### src/hw/rtl/cfct_pkg.sv
// shared types and constants for the chat format code translator
// no dependencies; used by every module in hw/rtl
package cfct_pkg;

  localparam int unsigned CharW      = 16;
  localparam int unsigned NumSlots   = 11;
  localparam int unsigned SlotIdxW   = 4;
  localparam int unsigned QueueDepth = 2;
  localparam int unsigned QPtrW      = 1;
  localparam int unsigned QCntW      = 2;
  localparam int unsigned AddrW      = 3;

  // register indexes
  localparam logic [0:0] RegStrip  = 1'b0;
  localparam logic [0:0] RegDouble = 1'b1;

  // output slot order of one command
  localparam logic [SlotIdxW-1:0] SlotForePct  = 4'd0;
  localparam logic [SlotIdxW-1:0] SlotForeLet  = 4'd1;
  localparam logic [SlotIdxW-1:0] SlotForeTens = 4'd2;
  localparam logic [SlotIdxW-1:0] SlotForeOnes = 4'd3;
  localparam logic [SlotIdxW-1:0] SlotComma    = 4'd4;
  localparam logic [SlotIdxW-1:0] SlotBackPct  = 4'd5;
  localparam logic [SlotIdxW-1:0] SlotBackLet  = 4'd6;
  localparam logic [SlotIdxW-1:0] SlotBackTens = 4'd7;
  localparam logic [SlotIdxW-1:0] SlotBackOnes = 4'd8;
  localparam logic [SlotIdxW-1:0] SlotMain0    = 4'd9;
  localparam logic [SlotIdxW-1:0] SlotMain1    = 4'd10;

  // control codes and characters
  localparam logic [CharW-1:0] ChNul     = 16'h0000;
  localparam logic [CharW-1:0] ChBold    = 16'h0002;
  localparam logic [CharW-1:0] ChColor   = 16'h0003;
  localparam logic [CharW-1:0] ChReset   = 16'h000F;
  localparam logic [CharW-1:0] ChItalics = 16'h0016;
  localparam logic [CharW-1:0] ChUnder   = 16'h001F;
  localparam logic [CharW-1:0] ChPercent = 16'h0025;
  localparam logic [CharW-1:0] ChComma   = 16'h002C;
  localparam logic [CharW-1:0] ChZero    = 16'h0030;
  localparam logic [CharW-1:0] ChNine    = 16'h0039;

  localparam logic [7:0] LetC = 8'h43;
  localparam logic [7:0] LetF = 8'h46;
  localparam logic [7:0] LetB = 8'h42;
  localparam logic [7:0] LetI = 8'h49;
  localparam logic [7:0] LetU = 8'h55;
  localparam logic [7:0] LetR = 8'h72;
  localparam logic [7:0] LowerBit = 8'h20;

  localparam logic [6:0] ColorDefault = 7'd99;

  typedef enum logic [2:0] {
    PhPlain     = 3'd0,
    PhAfterCode = 3'd1,
    PhFore1     = 3'd2,
    PhFore2     = 3'd3,
    PhComma     = 3'd4,
    PhBack1     = 3'd5
  } phase_e;

  typedef struct packed {
    logic [CharW-1:0] char_code;
    logic             end_of_text;
  } in_item_t;

  typedef struct packed {
    logic [CharW-1:0] out_char;
    logic             last_of_run;
    logic             is_terminator;
  } out_item_t;

  // one classified input item, expanded later by the back end
  typedef struct packed {
    logic [NumSlots-1:0] mask;
    logic                fore_dflt;   // uppercase fore letter, no digits
    logic [3:0]          fore_v;
    logic                back_dflt;
    logic [3:0]          back_v;
    logic [CharW-1:0]    main0;
    logic [CharW-1:0]    main1;
    logic                term;
  } cmd_t;

endpackage

### src/hw/rtl/cfct_front.sv
// front end: accepts input characters, tracks attribute and color state,
// builds one command per item; depends on cfct_pkg
module cfct_front #(
  parameter int unsigned CHAR_BITS = 16
) (
  input  logic              clk_i,
  input  logic              rst_ni,
  input  logic              in_valid_i,
  output logic              in_ready_o,
  input  cfct_pkg::in_item_t in_data_i,
  input  logic              strip_i,
  input  logic              dbl_i,
  input  logic              full_i,
  output logic              push_o,
  output cfct_pkg::cmd_t    cmd_o
);
  import cfct_pkg::*;

  phase_e     phase_q, phase_d;
  logic       bold_q, bold_d, ital_q, ital_d, und_q, und_d;
  logic [6:0] fore_q, fore_d, back_q, back_d;

  logic [CharW-1:0] c;
  logic             fin, dig, accept, do_main;
  logic [3:0]       d;
  logic             tag_fore, tag_back, cf, comma;
  logic [6:0]       back_tag;
  logic [6:0]       fore_ext, back_ext;
  logic [7:0]       letter;
  logic             main_tag, main_one, main_two;
  cmd_t             cmd;

  assign in_ready_o = !full_i;
  assign accept     = in_valid_i && !full_i;

  always_comb begin
    for (int i = 0; i < CharW; i++) begin
      c[i] = in_data_i.char_code[i] && (i < CHAR_BITS);
    end
  end

  assign fin = in_data_i.end_of_text || (c == ChNul);
  assign dig = !fin && (c >= ChZero) && (c <= ChNine);
  assign d   = c[3:0];

  // value * 10 + digit, values stay below 100
  assign fore_ext = 7'((fore_q << 3) + (fore_q << 1) + {3'd0, d});
  assign back_ext = 7'((back_q << 3) + (back_q << 1) + {3'd0, d});

  always_comb begin
    phase_d  = phase_q;
    bold_d   = bold_q;
    ital_d   = ital_q;
    und_d    = und_q;
    fore_d   = fore_q;
    back_d   = back_q;
    tag_fore = 1'b0;
    tag_back = 1'b0;
    cf       = 1'b0;
    comma    = 1'b0;
    do_main  = 1'b0;
    back_tag = back_q;
    main_tag = 1'b0;
    main_one = 1'b0;
    main_two = 1'b0;
    letter   = LetR;
    cmd      = '0;

    case (phase_q)
      PhAfterCode: begin
        if (dig) begin
          fore_d  = {3'd0, d};
          phase_d = PhFore1;
        end else begin
          cf      = 1'b1;
          phase_d = PhPlain;
          do_main = 1'b1;
        end
      end
      PhFore1, PhFore2: begin
        if (dig && phase_q == PhFore1) begin
          fore_d  = fore_ext;
          phase_d = PhFore2;
        end else if (!fin && c == ChComma) begin
          phase_d = PhComma;
        end else begin
          tag_fore = 1'b1;
          phase_d  = PhPlain;
          do_main  = 1'b1;
        end
      end
      PhComma: begin
        if (dig) begin
          back_d  = {3'd0, d};
          phase_d = PhBack1;
        end else begin
          tag_fore = 1'b1;
          comma    = 1'b1;
          phase_d  = PhPlain;
          do_main  = 1'b1;
        end
      end
      PhBack1: begin
        phase_d  = PhPlain;
        tag_fore = 1'b1;
        tag_back = 1'b1;
        if (dig) begin
          back_d   = back_ext;
          back_tag = back_ext;
        end else begin
          do_main = 1'b1;
        end
      end
      default: begin
        phase_d = PhPlain;
        do_main = 1'b1;
      end
    endcase

    if (do_main) begin
      if (fin) begin
        main_one = 1'b1;
        bold_d   = 1'b0;
        ital_d   = 1'b0;
        und_d    = 1'b0;
        phase_d  = PhPlain;
        fore_d   = '0;
        back_d   = '0;
      end else begin
        case (c)
          ChPercent: begin
            main_one = 1'b1;
            main_two = dbl_i;
          end
          ChBold: begin
            main_tag = 1'b1;
            letter   = bold_q ? LetB : (LetB | LowerBit);
            bold_d   = !bold_q;
          end
          ChReset: begin
            main_tag = 1'b1;
            letter   = LetR;
            bold_d   = 1'b0;
            und_d    = 1'b0;
          end
          ChItalics: begin
            main_tag = 1'b1;
            letter   = ital_q ? LetI : (LetI | LowerBit);
            ital_d   = !ital_q;
          end
          ChUnder: begin
            main_tag = 1'b1;
            letter   = und_q ? LetU : (LetU | LowerBit);
            und_d    = !und_q;
          end
          ChColor: begin
            phase_d = PhAfterCode;
            fore_d  = '0;
            back_d  = '0;
          end
          default: begin
            main_one = 1'b1;
          end
        endcase
      end
    end

    cmd.fore_dflt = cf || (fore_q == ColorDefault);
    cmd.fore_v    = fore_q[3:0];
    cmd.back_dflt = cf || (back_tag == ColorDefault);
    cmd.back_v    = back_tag[3:0];
    cmd.term      = fin;
    cmd.main0     = main_tag ? ChPercent : (fin ? ChNul : c);
    cmd.main1     = main_tag ? {8'd0, letter} : ChPercent;

    cmd.mask[SlotForePct]  = !strip_i && (cf || tag_fore);
    cmd.mask[SlotForeLet]  = !strip_i && (cf || tag_fore);
    cmd.mask[SlotForeTens] = !strip_i && tag_fore && (fore_q != ColorDefault);
    cmd.mask[SlotForeOnes] = !strip_i && tag_fore && (fore_q != ColorDefault);
    cmd.mask[SlotComma]    = comma;
    cmd.mask[SlotBackPct]  = !strip_i && (cf || tag_back);
    cmd.mask[SlotBackLet]  = !strip_i && (cf || tag_back);
    cmd.mask[SlotBackTens] = !strip_i && tag_back && (back_tag != ColorDefault);
    cmd.mask[SlotBackOnes] = !strip_i && tag_back && (back_tag != ColorDefault);
    cmd.mask[SlotMain0]    = main_one || (main_tag && !strip_i);
    cmd.mask[SlotMain1]    = main_two || (main_tag && !strip_i);
  end

  assign cmd_o  = cmd;
  assign push_o = accept && (cmd.mask != '0);

  always_ff @(posedge clk_i or negedge rst_ni) begin
    if (!rst_ni) begin
      phase_q <= PhPlain;
      bold_q  <= 1'b0;
      ital_q  <= 1'b0;
      und_q   <= 1'b0;
      fore_q  <= '0;
      back_q  <= '0;
    end else if (accept) begin
      phase_q <= phase_d;
      bold_q  <= bold_d;
      ital_q  <= ital_d;
      und_q   <= und_d;
      fore_q  <= fore_d;
      back_q  <= back_d;
    end
  end

endmodule

### src/hw/rtl/cfct_queue.sv
// short command queue between front and back end
// depends on cfct_pkg
module cfct_queue (
  input  logic           clk_i,
  input  logic           rst_ni,
  input  logic           push_i,
  input  cfct_pkg::cmd_t cmd_i,
  output logic           full_o,
  input  logic           pop_i,
  output logic           valid_o,
  output cfct_pkg::cmd_t head_o
);
  import cfct_pkg::*;

  cmd_t             mem_q [QueueDepth];
  logic [QPtrW-1:0] wr_q, wr_d, rd_q, rd_d;
  logic [QCntW-1:0] cnt_q, cnt_d;
  logic             do_pop;

  assign full_o  = (cnt_q == QCntW'(QueueDepth));
  assign valid_o = (cnt_q != '0);
  assign head_o  = mem_q[rd_q];
  assign do_pop  = pop_i && valid_o;

  always_comb begin
    wr_d  = push_i ? QPtrW'(wr_q + 1'b1) : wr_q;
    rd_d  = do_pop ? QPtrW'(rd_q + 1'b1) : rd_q;
    cnt_d = cnt_q;
    if (push_i && !do_pop) begin
      cnt_d = QCntW'(cnt_q + 1'b1);
    end else if (do_pop && !push_i) begin
      cnt_d = QCntW'(cnt_q - 1'b1);
    end
  end

  always_ff @(posedge clk_i) begin
    if (push_i) begin
      mem_q[wr_q] <= cmd_i;
    end
  end

  always_ff @(posedge clk_i or negedge rst_ni) begin
    if (!rst_ni) begin
      wr_q  <= '0;
      rd_q  <= '0;
      cnt_q <= '0;
    end else begin
      wr_q  <= wr_d;
      rd_q  <= rd_d;
      cnt_q <= cnt_d;
    end
  end

endmodule

### src/hw/rtl/cfct_back.sv
// back end: expands one command into output characters, one per cycle
// while the receiver is ready, into an output register; depends on cfct_pkg
module cfct_back (
  input  logic                clk_i,
  input  logic                rst_ni,
  input  logic                q_valid_i,
  input  cfct_pkg::cmd_t      q_head_i,
  output logic                q_pop_o,
  output logic                out_valid_o,
  input  logic                out_ready_i,
  output cfct_pkg::out_item_t out_data_o
);
  import cfct_pkg::*;

  cmd_t                cur_q;
  logic                cur_valid_q;
  logic [NumSlots-1:0] rem_q, rem_left;
  logic                out_valid_q;
  out_item_t           out_q, out_d;
  logic [SlotIdxW-1:0] idx;
  logic                emit, last, load;
  logic [3:0]          ones;
  logic                tens;
  logic [3:0]          dv;

  // lowest pending slot goes out first
  always_comb begin
    idx = SlotMain1;
    for (int i = NumSlots - 1; i >= 0; i--) begin
      if (rem_q[i]) begin
        idx = SlotIdxW'(i);
      end
    end
  end

  always_comb begin
    rem_left      = rem_q;
    rem_left[idx] = 1'b0;
  end

  assign emit    = cur_valid_q && (!out_valid_q || out_ready_i);
  assign last    = (rem_left == '0);
  assign load    = !cur_valid_q || (emit && last);
  assign q_pop_o = load && q_valid_i;

  assign dv   = (idx == SlotBackTens || idx == SlotBackOnes) ? cur_q.back_v : cur_q.fore_v;
  assign tens = (dv >= 4'd10);
  assign ones = tens ? 4'(dv - 4'd10) : dv;

  always_comb begin
    out_d               = '0;
    out_d.last_of_run   = last;
    out_d.is_terminator = (idx == SlotMain0) && cur_q.term;
    case (idx)
      SlotForePct, SlotBackPct: out_d.out_char = ChPercent;
      SlotForeLet: out_d.out_char = {8'd0, cur_q.fore_dflt ? LetC : (LetC | LowerBit)};
      SlotBackLet: out_d.out_char = {8'd0, cur_q.back_dflt ? LetF : (LetF | LowerBit)};
      SlotForeTens, SlotBackTens: out_d.out_char = ChZero | {15'd0, tens};
      SlotForeOnes, SlotBackOnes: out_d.out_char = ChZero | {12'd0, ones};
      SlotComma:   out_d.out_char = ChComma;
      SlotMain0:   out_d.out_char = cur_q.main0;
      SlotMain1:   out_d.out_char = cur_q.main1;
      default:     out_d.out_char = ChNul;
    endcase
  end

  always_ff @(posedge clk_i) begin
    if (emit) begin
      out_q <= out_d;
    end
    if (q_pop_o) begin
      cur_q <= q_head_i;
    end
  end

  always_ff @(posedge clk_i or negedge rst_ni) begin
    if (!rst_ni) begin
      cur_valid_q <= 1'b0;
      rem_q       <= '0;
      out_valid_q <= 1'b0;
    end else begin
      if (load) begin
        cur_valid_q <= q_valid_i;
        rem_q       <= q_head_i.mask;
      end else if (emit) begin
        rem_q <= rem_left;
      end
      if (emit) begin
        out_valid_q <= 1'b1;
      end else if (out_ready_i) begin
        out_valid_q <= 1'b0;
      end
    end
  end

  assign out_valid_o = out_valid_q;
  assign out_data_o  = out_q;

endmodule

### src/hw/rtl/chat_format_code_translator_unit.sv
// chat format code translator, top level
// usage:
//   input channel (in_valid_i/in_ready_o/in_data_i) takes one text character
//   per request; end_of_text or a zero character ends the string.
//   output channel (out_valid_o/out_ready_i/out_data_o) gives the rewritten
//   characters, up to ten per input request, last_of_run on the final one and
//   is_terminator on the zero that closes the string.
//   apb port: register 0 strip_mode at 0x0, register 1 double_percent at 0x4.
//   write only while the block is idle.
// timing:
//   the front end takes one request per cycle while its two-entry command
//   queue has room; the back end emits one character per cycle while the
//   receiver is ready (one character per request for plain text).
//   output is registered: queue entry, current command, output register.
//   requests that only extend a color code produce nothing.
// reset clears attribute and color state, empties the queue and restores
// strip_mode 0 and double_percent 1. when the receiver stalls, the output
// register holds and the queue fills, then in_ready_o drops.
// depends on cfct_pkg, cfct_front, cfct_queue, cfct_back
module chat_format_code_translator_unit #(
  parameter int unsigned CHAR_BITS = 16
) (
  input  logic                clk_i,
  input  logic                rst_ni,
  input  logic                in_valid_i,
  output logic                in_ready_o,
  input  cfct_pkg::in_item_t  in_data_i,
  output logic                out_valid_o,
  input  logic                out_ready_i,
  output cfct_pkg::out_item_t out_data_o,
  input  logic                psel,
  input  logic                penable,
  input  logic                pwrite,
  input  logic [cfct_pkg::AddrW-1:0] paddr,
  input  logic [31:0]         pwdata,
  output logic [31:0]         prdata,
  output logic                pready
);
  import cfct_pkg::*;

  logic strip_q, dbl_q;
  logic wr_en;
  logic full, push, q_valid, q_pop;
  cmd_t push_cmd, head;

  assign pready = 1'b1;
  assign wr_en  = psel && penable && pwrite;

  always_ff @(posedge clk_i or negedge rst_ni) begin
    if (!rst_ni) begin
      strip_q <= 1'b0;
      dbl_q   <= 1'b1;
    end else if (wr_en) begin
      case (paddr[2])
        RegStrip:  strip_q <= pwdata[0];
        RegDouble: dbl_q   <= pwdata[0];
        default: ;
      endcase
    end
  end

  always_comb begin
    case (paddr[2])
      RegStrip:  prdata = {31'd0, strip_q};
      RegDouble: prdata = {31'd0, dbl_q};
      default:   prdata = '0;
    endcase
  end

  cfct_front #(
    .CHAR_BITS(CHAR_BITS)
  ) u_front (
    .clk_i      (clk_i),
    .rst_ni     (rst_ni),
    .in_valid_i (in_valid_i),
    .in_ready_o (in_ready_o),
    .in_data_i  (in_data_i),
    .strip_i    (strip_q),
    .dbl_i      (dbl_q),
    .full_i     (full),
    .push_o     (push),
    .cmd_o      (push_cmd)
  );

  cfct_queue u_queue (
    .clk_i   (clk_i),
    .rst_ni  (rst_ni),
    .push_i  (push),
    .cmd_i   (push_cmd),
    .full_o  (full),
    .pop_i   (q_pop),
    .valid_o (q_valid),
    .head_o  (head)
  );

  cfct_back u_back (
    .clk_i       (clk_i),
    .rst_ni      (rst_ni),
    .q_valid_i   (q_valid),
    .q_head_i    (head),
    .q_pop_o     (q_pop),
    .out_valid_o (out_valid_o),
    .out_ready_i (out_ready_i),
    .out_data_o  (out_data_o)
  );

endmodule
### config.mk
export PLATFORM = sky130hd
export DESIGN_NAME = chat_format_code_translator_unit
export DESIGN_NICKNAME = d
export VERILOG_FILES = /design/src/hw/rtl/cfct_pkg.sv /design/src/hw/rtl/cfct_front.sv /design/src/hw/rtl/cfct_queue.sv /design/src/hw/rtl/cfct_back.sv /design/src/hw/rtl/chat_format_code_translator_unit.sv
export SDC_FILE = /design/constraint.sdc
export NUM_CORES = 1
export LEC_CHECK = 0
export ABC_AREA = 1
export BUFFER_PORTS_ARGS = -buffer_cell sky130_fd_sc_hd__buf_2
export CAP_MARGIN = 15
export CORE_MARGIN = 4
export CORE_UTILIZATION = 50
export CTS_CLUSTER_SIZE = 30
export DETAILED_ROUTE_END_ITERATION = 6
export GPL_TIMING_DRIVEN = 1
export PLACE_DENSITY = 0.7
export SYNTH_ARGS = -nofsm -noshare
export SYNTH_HDL_FRONTEND = slang
export SYNTH_HIERARCHICAL = 1
export SYNTH_SLANG_ARGS = --single-unit
export TNS_END_PERCENT = 30
### constraint.sdc
create_clock -name clk_i -period 5.4 [get_ports clk_i]
set_input_delay 1.08 -clock clk_i [delete_from_list [all_inputs] [get_ports clk_i]]
set_output_delay 1.08 -clock clk_i [all_outputs]
set_load 0.03 [all_outputs]
### Yosys cells after proc, flatten, opt, wreduce, memory -nomap -nowiden

Memories as Yosys holds them, arrays and structs flattened.
Index checks and enable logic that the tools add are counted.

* word-level logic and storage cells: 214
* register bits: 100
* RAM bits: 92
* input port bits: 59
* memories kept: 1
* output and inout bits: 53

Memories
* u_queue.mem_q: depth 2, width 46, rd ports 1, clocked after memory_dff 0, wr ports 1, RTL line cfct_queue.sv:15 `cmd_t mem_q [QueueDepth];`

* muxes and demuxes: 79
* reduce and logical (&&, ||, !) cells: 66
* bitwise operators: 3
* eq/ne operators: 27
* $add $sub $neg: 9
* order comparisons: 5

Operators with widths (number)
* 16-bit one-hot mux with 8 select lines: 1
* 7-bit 2-to-1 mux: 11
* 32-bit one-hot mux with 2 select lines: 1
* 4-bit 2-to-1 mux: 11
* 16-bit by 2-bit == test with 1-bit output (second input constant): 2
* 16-bit by 5-bit == test with 1-bit output (second input constant): 2
* 16-bit by 6-bit == test with 1-bit output (second input constant): 2
* 16-bit 2-to-1 mux: 2
* 6-bit 2-to-1 mux: 5
* 7-bit one-hot mux with 2 select lines: 2
* 1-bit 2-to-1 mux: 24
* 8-bit 2-to-1 mux: 3
* 8-bit one-hot mux with 3 select lines: 1
* 1-bit logical AND: 23
* 11-bit 2-to-1 mux: 2
* 3-bit 2-to-1 mux: 6
* 16-bit by 4-bit == test with 1-bit output (second input constant): 1
* 4-bit by 3-bit == test with 1-bit output (second input constant): 4
* 16-bit by 6-bit >= comparator with 1-bit output (second input constant): 1
* 16-bit by 6-bit <= comparator with 1-bit output (second input constant): 1
* 16-bit zero test: 1
* 7-bit by 4-bit adder with 7-bit output: 2
* 7-bit adder: 2
* 7-bit == test (second input constant): 2
* 36 further kinds: 77

### Depth between registers and ports, before layout

Gate-level depths: netlist of run 1.

* depth after elaboration: 24
* depth in mapped cells: 26
* gate-level depth less buffers: 25

### Modules after synthesis

The synthesis of run 1 kept the hierarchy.

Modules (own cells, without submodules)
* cfct_queue: cells each 309, seq. area each 3343.2 µm², times used 1, area an instance 4166.5 µm²
* cfct_back: cells each 282, seq. area each 2157.1 µm², times used 1, area an instance 3191.8 µm²
* cfct_front: cells each 411, seq. area each 500.5 µm², times used 1, area an instance 2657.5 µm²
* chat_format_code_translator_unit: cells each 51, seq. area each 51.3 µm², times used 1, area an instance 365.4 µm²

### Worst setup path before layout of run 1

OpenSTA, ideal clock, no wires.

* kind: input to register
* start point: input port in_data_i[7] (netlist name)
* end point: memory u_queue/mem_q[0][0] (netlist name), enable pin
* path slack: 0.233 ns
* stages on the path: 16
* path buffers: 1
* library setup time: 0.466 ns
* data required time: 4.934 ns
* arrival: 4.701 ns
* path through: inv_1 -> nand2_1 -> nor2_2 -> nand2_1 -> nand3_4 -> nor2_4 -> buf_8 -> nand2_4 -> nand2_4 -> nand2_2 -> nand2_1 -> nand3_1 -> nor2_1 -> nor2_1 -> inv_1 -> nor2_1

* longest elaborated chain between the ends: 15
* elaborated cells between the ends (all ways): 51
* those cells by class: order compare: 2; eq/ne: 8; mux: 20; reduce/logical: 21

RTL lines
* start: declaration: RTL line chat_format_code_translator_unit.sv:27 `input cfct_pkg::in_item_t in_data_i,`
* parallel branches: the longest is 11 deep, another holds 16-bit by 6-bit >= comparator with 1-bit output
* 11-bit nonzero test *: RTL line cfct_front.sv:190 `assign push_o = accept && (cmd.mask != '0);`
* 1-bit logical AND *: RTL line cfct_front.sv:190
* net push: RTL line chat_format_code_translator_unit.sv:43 `logic full, push, q_valid, q_pop;`
* 1-bit 2-to-1 mux *: RTL line cfct_queue.sv:37 `if (push_i) begin`
* 1-bit 2-to-1 mux (not written as such) *: RTL line cfct_queue.sv:38 `mem_q[wr_q] <= cmd_i;`
* end: declaration: RTL line cfct_queue.sv:15

Mark *: on every way through the listed nets, which the timed path passes.

==> load_flow_metrics.sql, run 1 <==
INSERT INTO impl_metrics (metric_group, metric, value, unit) VALUES
('sta', 'setup-violations-final', '0', ''),
('floorplan', 'chipHeight', '152', 'um'),
('pwr', 'power.ir.vdd_worst', '231', 'uV'),
('synthesis', 'synth.yosys.seq_area_share', '58.3', '%'),
('drt', 'viasPerCell', '5.09', ''),
('worst_setup_path', 'setup.worst_path.class', 'in -> reg', ''),
('outcome', 'run_status', 'complete, no violations', ''),
('sta', 'finalClockSkew', '7.70', 'ps'),
('flow_run', 'drv.max_cap_violation_count', '0', ''),
('global_route', 'globalRouteTotalUtil', '17.1', '%'),
('synthesis', 'synth.largest_area_cell', 'sky130_fd_sc_hd__edfxtp_1', ''),
('floorplan', 'dieWidth', '152', 'um'),
('worst_setup_path', 'critical_path.reg2reg.endpoint', 'u_queue/cnt_q[1]$_DFFE_PN0P_', ''),
('worst_setup_path', 'rr_startpoint', 'u_back/rem_q[1]$_DFFE_PN0P_', ''),
('clocking', 'htree_num_levels', '1', ''),
('global_route', 'grt_pass1_wl', '33100', 'um'),
('floorplan', 'num_rows', '52', ''),
('floorplan', 'die_area', '23100', 'um^2'),
('clocking', 'post_cts_buffers', '0', ''),
('drt', 'route.final.wire_length', '20500', 'um'),
('drt', 'post-route-drc-count', '0', ''),
('drt', 'drt-initial-drc-count', '519', ''),
('global_route', 'grt_pass1_vias', '6575', ''),
('placed_design', 'place_hpwl', '14000', 'um'),
('worst_setup_path', 'reg2reg_setup_slack', '1910', 'ps'),
('sta', 'relSlewSlack', '33.3', '%'),
('synthesis', 'postSynth.asyncResetShare', '18.8', '%'),
('synthesis', 'synthDistinctLibCells', '49', ''),
('final_layout', 'nNetsFinal', '1175', ''),
('drt', 'total_via_count_after_detailed_routing', '7027', ''),
('synthesis', 'synth_most_common_cell', 'sky130_fd_sc_hd__nand2_1', ''),
('drt', 'postRouteAntennaNets', '0', ''),
('global_route', 'gr-total-overflow', '0', ''),
('placed_design', 'placement.io_buffers', '46', ''),
('synthesis', 'synth_area_leaders', 'sky130_fd_sc_hd__edfxtp_1 49%, sky130_fd_sc_hd__nand2_1 12%, sky130_fd_sc_hd__dfrtp_1 9.2%', ''),
('sta', 'timing_hold_violations_final', '0', ''),
('worst_setup_path', 'rr_worst_depth', '20', ''),
('global_route', 'largest_net_degree_at_the_start_of_global_routing', '56', ''),
('sta', 'finalWorstPathRequiredPeriod', '3780', 'ps'),
('pwr', 'p_leak', '0.00509', 'uW'),
('final_layout', 'flow.area_growth_from_synthesis', '9.33', '%'),
('synthesis', 'syn_inst', '1053', ''),
('global_route', 'met3_usage_grt', '2.99', '%'),
('clocking', 'cts_root_buffer', 'sky130_fd_sc_hd__clkbuf_16', ''),
('global_route', 'global_route.usage.met2', '28.8', '%'),
('final_layout', 'combined_area_of_the_multi_input_logic_cells', '3480', 'um^2'),
('floorplan', 'core_area', '20300', 'um^2'),
('synthesis', 'synth_top_area_share', '48.9', '%'),
('placed_design', 'gp_congestion', '0.896', ''),
('clocking', 'cts.repair.resized', '0', ''),
('worst_setup_path', 'timing.critical_path.arrival', '3950', 'ps'),
('worst_setup_path', 'crit_path_start_kind', 'input port', ''),
('clocking', 'hold_buffers', '0', ''),
('sta', 'setup-tns-final', '0', 'ps'),
('drt', 'detailedRoute.firstPassIterationCount', '5', ''),
('pwr', 'powerDensity', '465', 'nW/um^2'),
('clocking', 'total_cts_buffers', '22', ''),
('clocking', 'clkTransAtPathRegs', '60', 'ps'),
('final_layout', 'antenna-diode-count', '0', ''),
('floorplan', 'floorplan.initialDensity', '51.1', '%'),
('sta', 'portion_of_the_clock_cycle_consumed_by_the_worst_path_in_the_final_layout', '70.0', '%'),
('floorplan', 'io_pins', '112', ''),
('min_path', 'holdPathEnd', 'u_queue/cnt_q[1]$_DFFE_PN0P_', ''),
('min_path', 'timing.hold.worst.class', 'reg -> reg', ''),
('placed_design', 'dp.cells', '1341', ''),
('synthesis', 'synth-edff-count', '169', ''),
('final_layout', 'layout-drive-gt1-share', '13.8', '%'),
('synthesis', 'synth-seq-cells', '208', ''),
('sta', 'timing.fmax', '265', 'MHz'),
('sta', 'rsz0062_at_grt', 'no', ''),
('clocking', 'max_buffers_root_to_sink', '3', '');
-- layout by cell type (no fill, tap or decap), drive strengths merged, types with 31 or more instances in the layout --
master,n
dfrtp,38
nand3,66
nor2,85
conb,41
nand2,354
buf,55
clkbuf,31
o21ai,38
edfxtp,169
inv,115
-- power breakdown --
part	internal [uW]	total, uW	switching [uW]
Sequential	2170	2280	114
Clock	915	1500	589
Combinational	405	1490	1080
-- flip-flops by register name, summed over array words and instances (netlist names), 2 cells and up --
signal             count
u_back/cur_q          43
u_back/rem_q          11
u_front/back_q         7
u_back/out_data_o     18
u_queue/cnt_q          2
u_front/phase_q        3
u_queue/mem_q        108
u_front/fore_q         7
-- worst max-delay path, cell delays in order --
cell,delay [ps]
sky130_fd_sc_hd__buf_2,230
sky130_fd_sc_hd__nand2_1,140
sky130_fd_sc_hd__nor2_1,150
sky130_fd_sc_hd__inv_1,50
sky130_fd_sc_hd__nor2_1,110
sky130_fd_sc_hd__nand2_1,140
sky130_fd_sc_hd__nand4_1,140
sky130_fd_sc_hd__nand2_1,240
sky130_fd_sc_hd__o32ai_1,410
sky130_fd_sc_hd__nor2_1,150
sky130_fd_sc_hd__nor2_1,270
sky130_fd_sc_hd__nand2_1,110
sky130_fd_sc_hd__inv_2,360
sky130_fd_sc_hd__buf_4,360
-- logic make-up (layout without fill, tap and decap cells) --
logic type / count (synthesis) / count (layout) / share of synthesized area (%)
compound gates: 89 / 89 / 5.50
fa+ha+maj: 21 / 21 / 2.82
buf+inv: 191 / 211 / 9.68
simple gates: 529 / 529 / 22.6
other cells: 3 / 41 / 0.108
xor+xnor: 12 / 12 / 1.01
flops: 208 / 208 / 58.3
-- layout make-up --
type | count | area share, %
inverter | 116 | 3.84
sequential | 208 | 53.3
tap | 270 | 2.98
clock inverter | 9 | 0.849
timing repair buffer | 55 | 2.73
clock buffer | 31 | 5.60
multi-input combinational | 692 | 30.7
-- metrics by stage --
step	hold slack, ps	power (uW)	instance area [um^2]	util (%)	setup slack (ps)
global route	485	5570	11300	55.9	1270
global placement	460	3760	10600	52.3	1070
CTS	478	5310	11300	55.9	1590
floorplan	442	3440	10500	-	233
finish	472	5270	11300	55.9	1620
detailed placement	462	3800	10600	52.3	1080
-- worst max-delay path by stage --
stage | startpoint | endpoint | slack (ps) | cells past startpoint
6_report | in_data_i[4] | u_queue/mem_q[1][13]$_DFFE_PP_ | 1620 | 14
5_1_grt | in_data_i[4] | u_queue/mem_q[1][1]$_DFFE_PP_ | 1270 | 14
4_1_cts | in_data_i[4] | u_queue/mem_q[1][13]$_DFFE_PP_ | 1590 | 14
3_5_place_dp | in_data_i[4] | u_queue/mem_q[1][31]$_DFFE_PP_ | 1080 | 14
3_3_place_gp | in_data_i[4] | u_queue/mem_q[1][30]$_DFFE_PP_ | 1070 | 14
2_1_floorplan | in_data_i[7] | u_queue/mem_q[0][0]$_DFFE_PP_ | 230 | 16
-- layer usage --
metal	vias to the layer above	share of wire (%)
met4	0	2.0
met3	37	5.3
met5	-	0
met1	3326	46
met2	184	47
li1	3480	-
Power figures use the tool's default switching activity.
==> run 2: changes to the inputs <==
- PLACE_DENSITY: 0.7 -> 0.72
- clock period: 5.4 -> 3 ns (I/O delays scaled with it)
==> run 2 against run 1 <==
Total power is 80% higher; clock-buffer cell count decreased by 3; setup slack got worse by 1300 ps; clock skew is 0.60 ps lower; register-to-register slack got worse by 1600 ps; clock power rose by 75%; final cell count is 2.5% higher; wire length up 0.92%; largest cell class unchanged.
==> load_flow_metrics.sql, run 2 (same netlist as run 1, synthesis figures left out) <==
INSERT INTO impl_metrics (metric_group, metric, value, unit) VALUES
('clocking', 'clock_tree_from_tritoncts', 'done', ''),
('pwr', 'netSwitchingPower', '3270', 'uW'),
('global_route', 'globalRouteTotalUtil', '17.7', '%'),
('placed_design', 'place_hpwl', '14400', 'um'),
('final_layout', 'antenna-diode-count', '0', ''),
('outcome', 'run_status', 'complete, no violations', ''),
('placed_design', 'gp_congestion', '0.916', ''),
('floorplan', 'dieWidth', '152', 'um'),
('worst_setup_path', 'cpPeakStageDelay', '510', 'ps'),
('global_route', 'global_route.usage.met2', '29.5', '%'),
('flow_run', 'drv.max_cap_violation_count', '0', ''),
('global_route', 'met3_usage_grt', '3.13', '%'),
('worst_setup_path', 'timing.critical_path.arrival', '2960', 'ps'),
('sta', 'portion_of_the_clock_cycle_consumed_by_the_worst_path_in_the_final_layout', '90.7', '%'),
('placed_design', 'post_dp_cell_area', '11000', 'um^2'),
('final_layout', 'final_common_cell', 'sky130_fd_sc_hd__nand2_1', ''),
('clocking', 'cts_root_buffer', 'sky130_fd_sc_hd__clkbuf_16', ''),
('worst_setup_path', 'worst_ep_required_time', '3240', 'ps'),
('worst_setup_path', 'critical_path.reg2reg.endpoint', 'u_queue/mem_q[0][50]$_DFFE_PP_', ''),
('worst_setup_path', 'timing.critical_path.from', 'u_front/back_q[2]$_DFFE_PN0P_', ''),
('worst_setup_path', 'cp_slowest_cell', 'sky130_fd_sc_hd__fa_1', ''),
('global_route', 'antenna_found_initial', '0', ''),
('drt', 'viasPerCell', '5.03', ''),
('worst_setup_path', 'crit_path_cell_trace', 'fa_1 > fa_1 > a21oi_1 > nor2_1 > o211ai_1 > nand3_1 > o21ai_1 > nand3_2 > nor2_1 > nor2_1', ''),
('drt', 'postRouteAntennaNets', '0', ''),
('global_route', 'largest_net_degree_at_the_start_of_global_routing', '56', ''),
('clocking', 'total_cts_buffers', '22', ''),
('pwr', 'power.ir.vdd_worst', '444', 'uV'),
('worst_setup_path', 'rr_worst_depth', '10', ''),
('global_route', 'grt_pass1_wl', '34100', 'um'),
('floorplan', 'num_rows', '52', ''),
('min_path', 'timing.hold.worst.class', 'in -> async', ''),
('final_layout', 'nNetsFinal', '1209', ''),
('sta', 'finalWorstPathRequiredPeriod', '2720', 'ps'),
('final_layout', 'mostFrequentLayoutCells', '329 x sky130_fd_sc_hd__nand2_1, 169 x sky130_fd_sc_hd__edfxtp_1, 97 x sky130_fd_sc_hd__inv_1', ''),
('clocking', 'cts_num_sinks', '208', ''),
('sta', 'worst_pin_slew', '992', 'ps'),
('pwr', 'p_seq_share', '43.1', '%'),
('floorplan', 'die_area', '23100', 'um^2'),
('worst_setup_path', 'crit_path_end', 'u_queue/mem_q[0][50]$_DFFE_PP_', ''),
('drt', 'total_via_count_after_detailed_routing', '7123', ''),
('drt', 'routed_wirelength_normalized_by_instance_count', '14.6', 'um'),
('final_layout', 'postLayoutCellArea', '11700', 'um^2'),
('drt', 'detailedRoute.firstPassIterationCount', '5', ''),
('worst_setup_path', 'setup.worst_path.class', 'reg -> reg', ''),
('global_route', 'busiest_layer', 'met2', ''),
('pwr', 'p_leak', '0.00522', 'uW'),
('worst_setup_path', 'crit_fanout', '5', ''),
('final_layout', 'largest_register_ffs', '108', ''),
('pwr', 'cell_internal_pwr', '6250', 'uW'),
('sta', 'finalClockSkew', '7.09', 'ps'),
('worst_setup_path', 'critical_path.endpoint_type', 'flop', ''),
('pwr', 'power.combinational.fraction', '29.3', '%'),
('drt', 'post-route-drc-count', '0', ''),
('drt', 'route.final.wire_length', '20700', 'um'),
('floorplan', 'core_area', '20300', 'um^2'),
('placed_design', 'placement.io_buffers', '46', ''),
('global_route', 'grt_pass1_vias', '6852', ''),
('sta', 'relSlewSlack', '33.9', '%'),
('sta', 'slew_viol_final', '0', ''),
('clocking', 'clkTransAtPathRegs', '60', 'ps'),
('final_layout', 'registers.top_by_ff_count', 'u_queue/mem_q', ''),
('final_layout', 'layout-drive-gt1-share', '18.1', '%'),
('worst_setup_path', 'rr_startpoint', 'u_front/back_q[2]$_DFFE_PN0P_', ''),
('sta', 'timing.fmax', '367', 'MHz'),
('pwr', 'p_sw_share', '34.4', '%'),
('clocking', 'htree_num_levels', '1', ''),
('floorplan', 'chipHeight', '152', 'um'),
('global_route', 'globalRouteMet1Util', '24.6', '%'),
('floorplan', 'floorplan.initialDensity', '51.1', '%'),
('worst_setup_path', 'reg2reg_setup_slack', '280', 'ps'),
('floorplan', 'io_pins', '112', ''),
('sta', 'setup-violations-final', '0', ''),
('final_layout', 'flow.area_growth_from_synthesis', '13.0', '%'),
('pwr', 'powerDensity', '811', 'nW/um^2'),
('clocking', 'clk-insertion-delay-late', '500', 'ps'),
('worst_setup_path', 'crit_path_start_kind', 'flop', ''),
('worst_setup_path', 'cpMostUsedCell', 'sky130_fd_sc_hd__nor2_1', ''),
('drt', 'drt-initial-drc-count', '472', ''),
('clocking', 'max_buffers_root_to_sink', '3', ''),
('global_route', 'gr-total-overflow', '0', ''),
('pwr', 'clockPowerShare', '27.5', '%'),
('final_layout', 'fin_util', '57.8', '%'),
('pwr', 'final_power', '9520', 'uW'),
('sta', 'timing_hold_violations_final', '0', '');
run 2: worst min path at each step:
| stage | from | to | slack [ps] | cells after the start |
|---|---|---|---|---|
| 2_1_floorplan | rst_ni | strip_q$_DFFE_PN0P_ | 300 | 0 |
| 3_3_place_gp | u_queue/cnt_q[1]$_DFFE_PN0P_ | u_queue/cnt_q[1]$_DFFE_PN0P_ | 460 | 2 |
| 3_5_place_dp | u_queue/cnt_q[1]$_DFFE_PN0P_ | u_queue/cnt_q[1]$_DFFE_PN0P_ | 470 | 2 |
| 4_1_cts | rst_ni | u_back/out_valid_o$_DFFE_PN0P_ | 290 | 1 |
| 5_1_grt | rst_ni | u_back/out_valid_o$_DFFE_PN0P_ | 330 | 1 |
| 6_report | rst_ni | u_back/out_valid_o$_DFFE_PN0P_ | 260 | 1 |
run 2: power by group through the flow:
stage | logic (uW) | registers, uW | clock network [uW]
after floorplan | 1930 | 4290 | 0
after global placement | 2700 | 4140 | 0
after detailed placement | 2750 | 4160 | 0
after CTS | 2780 | 4100 | 2670
after global routing | 3140 | 4160 | 2800
final | 2790 | 4110 | 2620
run 2: routing by layer:
layer  vias up  wire length (um)
met5         -                 0
met4         0               329
li1       3548                 -
met3        32              1330
met1      3328              9210
met2       215              9830
run 2: layout make-up:
class | instances | area [um^2]
clock buffers | 28 | 573
flip-flops and latches | 208 | 6050
repair buffers | 89 | 603
well taps | 270 | 338
fillers | 1679 | 8570
multi-input cells | 692 | 3590
inverters | 116 | 448
clock inverters | 12 | 126
run 2: timing repair:
action | CTS | global route
resized for setup | 0 | 4
hold buffers | 0 | 0
setup endpoints to repair | 0 | 1
buffers inserted | 0 | 1
endpoints found under the hold margin | 0 | 0
run 2: metrics by stage:
stage	instances	setup WS, ps	TNS [ps]	hold WS [ps]
after CTS	1414	161	0	294
after global placement	1374	-17.9	-71.6	457
final	1415	278	0	256
after detailed placement	1374	-54.0	-216	465
after floorplan	1091	-193	-14330	304
after global routing	1415	-1.56	-1.56	333
run 2: critical path, delay by kind of cell, from the launching register on:
| family | cells | cell delay [ps] |
|---|---|---|
| flip-flops | 1 | 480 |
| adder cells (fa/ha/maj) | 2 | 980 |
| AND/OR/NAND/NOR | 5 | 470 |
| AO/OA/AOI/OAI | 3 | 530 |
==> run 3: changes to the inputs <==
- CORE_MARGIN: 4 -> 2
==> run 3 against run 2 <==
Via count increased by 0.86%; critical path depth increased by 6; fmax decreased by 1.8%; hold slack improved by 16 ps; total power increased by 1.5%; non-clock buffer count increased by 1; register-to-register slack got worse by 50 ps; die area decreased by 5.2%; utilization increased by 0.22 points; sequential cell count unchanged; sequential share of layout area decreased by 0.20 points; largest cell class unchanged.
==> load_flow_metrics.sql, run 3 (same netlist as run 1, synthesis figures left out) <==
INSERT INTO impl_metrics (metric_group, metric, value, unit) VALUES
('global_route', 'antenna_found_initial', '1', ''),
('worst_setup_path', 'reg2reg_setup_slack', '230', 'ps'),
('final_layout', 'filler_cell_count', '1734', ''),
('pwr', 'power.ir.vdd_worst', '378', 'uV'),
('worst_setup_path', 'crit_fanout', '44', ''),
('sta', 'relSlewSlack', '32.1', '%'),
('floorplan', 'num_rows', '52', ''),
('drt', 'viasPerCell', '5.07', ''),
('sta', 'finalWorstPathRequiredPeriod', '2770', 'ps'),
('worst_setup_path', 'crit_path_start_kind', 'flop', ''),
('drt', 'drt-initial-drc-count', '549', ''),
('floorplan', 'io_pins', '112', ''),
('clocking', 'cts_root_buffer', 'sky130_fd_sc_hd__clkbuf_16', ''),
('worst_setup_path', 'cpMostUsedCell', 'sky130_fd_sc_hd__nand2_1', ''),
('worst_setup_path', 'setup.worst_path.class', 'reg -> reg', ''),
('sta', 'hold_ws', '271', 'ps'),
('flow_run', 'drv.max_cap_violation_count', '0', ''),
('drt', 'post-route-drc-count', '0', ''),
('final_layout', 'largest_register_ffs', '108', ''),
('pwr', 'p_leak', '0.00524', 'uW'),
('worst_setup_path', 'timing.critical_path.arrival', '2960', 'ps'),
('final_layout', 'instances_no_fill', '1416', ''),
('clocking', 'clock_tree_from_tritoncts', 'done', ''),
('placed_design', 'place_hpwl', '14400', 'um'),
('placed_design', 'post_dp_cell_area', '11000', 'um^2'),
('sta', 'worst_pin_slew', '1020', 'ps'),
('final_layout', 'mostFrequentLayoutCells', '329 x sky130_fd_sc_hd__nand2_1, 169 x sky130_fd_sc_hd__edfxtp_1, 97 x sky130_fd_sc_hd__inv_1', ''),
('worst_setup_path', 'cpPeakStageDelay', '440', 'ps'),
('floorplan', 'floorplan.initialDensity', '51.1', '%'),
('final_layout', 'nNetsFinal', '1210', ''),
('worst_setup_path', 'cp_slowest_cell', 'sky130_fd_sc_hd__dfrtp_1', ''),
('final_layout', 'antenna-diode-count', '0', ''),
('final_layout', 'flow.area_growth_from_synthesis', '13.4', '%'),
('final_layout', 'registers.top_by_ff_count', 'u_queue/mem_q', ''),
('sta', 'slew_viol_final', '0', ''),
('floorplan', 'dieWidth', '148', 'um'),
('global_route', 'gr-total-overflow', '0', ''),
('clocking', 'clk-insertion-delay-late', '500', 'ps'),
('drt', 'postRouteAntennaNets', '0', ''),
('final_layout', 'postLayoutCellArea', '11800', 'um^2'),
('worst_setup_path', 'critical_path.reg2reg.endpoint', 'u_back/cur_q[7]$_DFFE_PP_', ''),
('sta', 'timing.fmax', '361', 'MHz'),
('placed_design', 'gp_congestion', '0.908', ''),
('global_route', 'grt_pass1_wl', '33500', 'um'),
('sta', 'timing_hold_violations_final', '0', ''),
('drt', 'total_via_count_after_detailed_routing', '7184', ''),
('clocking', 'total_cts_buffers', '22', ''),
('sta', 'portion_of_the_clock_cycle_consumed_by_the_worst_path_in_the_final_layout', '92.4', '%'),
('sta', 'setup-violations-final', '0', ''),
('final_layout', 'final_common_cell', 'sky130_fd_sc_hd__nand2_1', ''),
('drt', 'detailedRoute.firstPassIterationCount', '5', ''),
('drt', 'routed_wirelength_normalized_by_instance_count', '14.6', 'um'),
('final_layout', 'layout-drive-gt1-share', '18.3', '%'),
('floorplan', 'core_area', '20300', 'um^2'),
('drt', 'route.final.wire_length', '20600', 'um'),
('clocking', 'max_buffers_root_to_sink', '3', ''),
('worst_setup_path', 'rr_worst_depth', '16', ''),
('placed_design', 'dp.cells', '1372', ''),
('global_route', 'globalRouteTotalUtil', '19.2', '%'),
('clocking', 'cts_num_sinks', '208', ''),
('worst_setup_path', 'worst_ep_required_time', '3180', 'ps'),
('placed_design', 'placement.io_buffers', '46', ''),
('worst_setup_path', 'critical_path.endpoint_type', 'flop', ''),
('global_route', 'largest_net_degree_at_the_start_of_global_routing', '56', ''),
('clocking', 'clkTransAtPathRegs', '60', 'ps'),
('floorplan', 'chipHeight', '148', 'um'),
('clocking', 'htree_num_levels', '1', ''),
('worst_setup_path', 'rr_startpoint', 'u_back/rem_q[6]$_DFFE_PN0P_', ''),
('pwr', 'powerDensity', '820', 'nW/um^2'),
('floorplan', 'die_area', '21900', 'um^2'),
('min_path', 'timing.hold.worst.class', 'in -> async', ''),
('global_route', 'grt_pass1_vias', '6763', ''),
('sta', 'finalClockSkew', '8.94', 'ps'),
('outcome', 'run_status', 'complete, no violations', ''),
('worst_setup_path', 'crit_path_cell_trace', 'nor2_1 > nand2_1 > nand2_1 > a21oi_4 > nand4_1 > nand2_1 > inv_1 > nor2_1 > nand2_1 > nor2_2 > nand2_4 > nand2_8 > nand2_1 > nor2_4 > buf_4 > buf_12', '');
## run 3: worst max path at each step
stage	slack, ps	startpoint	cells after the start	endpoint
floorplan	-190	u_back/rem_q[6]$_DFFE_PN0P_	22	u_queue/cnt_q[1]$_DFFE_PN0P_
global placement	-40	in_data_i[3]	14	u_front/fore_q[1]$_DFFE_PN0P_
detailed placement	-70	in_data_i[4]	11	u_queue/mem_q[1][51]$_DFFE_PP_
CTS	120	u_back/rem_q[6]$_DFFE_PN0P_	19	u_queue/cnt_q[1]$_DFFE_PN0P_
global route	-30	u_back/rem_q[8]$_DFFE_PN0P_	21	u_queue/cnt_q[1]$_DFFE_PN0P_
finish	230	u_back/rem_q[6]$_DFFE_PN0P_	16	u_back/cur_q[7]$_DFFE_PP_
## run 3: final cells by class
class                      count  area, um^2  area share, %
sequential                   208        6050           51.4
multi-input combinational    692        3580           30.4
clock buffer                  33         642           5.45
timing repair buffer          90         611           5.19
inverter                     116         448           3.80
tap                          270         338           2.87
clock inverter                 7         103          0.871
## run 3: routing by layer
layer  global-route usage (%)  share of wire (%)
met1                     27.3                 45
met2                     31.2                 47
met3                     2.45                5.9
met4                     5.43                2.0
met5                        0                  0
## run 3: through the flow
step	setup TNS, ps	utilization [%]	power, uW	worst slack, ps
3_3_place_gp	-121	54.1	6840	-43.3
2_1_floorplan	-14330	-	6220	-193
3_5_place_dp	-357	54.1	6920	-72.7
6_report	0	58.0	9650	228
5_1_grt	-905	58.0	10200	-28.8
4_1_cts	0	57.8	9660	123
## run 3: repair_timing
| item | 4_1_cts | 5_1_grt |
|---|---|---|
| hold buffers | 0 | 0 |
| gates resized for setup | 0 | 2 |
| setup buffers | 0 | 4 |
| endpoints found under the setup margin | 0 | 42 |
## run 3: power by group
part / switching (uW) / internal, uW / leakage (uW)
registers: 206 / 3900 / 0.00208
clock network: 1080 / 1660 / 0.000363
logic: 1990 / 823 / 0.00280
total: 3280 / 6380 / 0.00524
## run 3: worst max-delay path: cells and delay by family (launching register included)
kind            cells  cell delay, ps
simple gates       12            1320
buf+inv             3             390
compound gates      1             260
flops               1             440
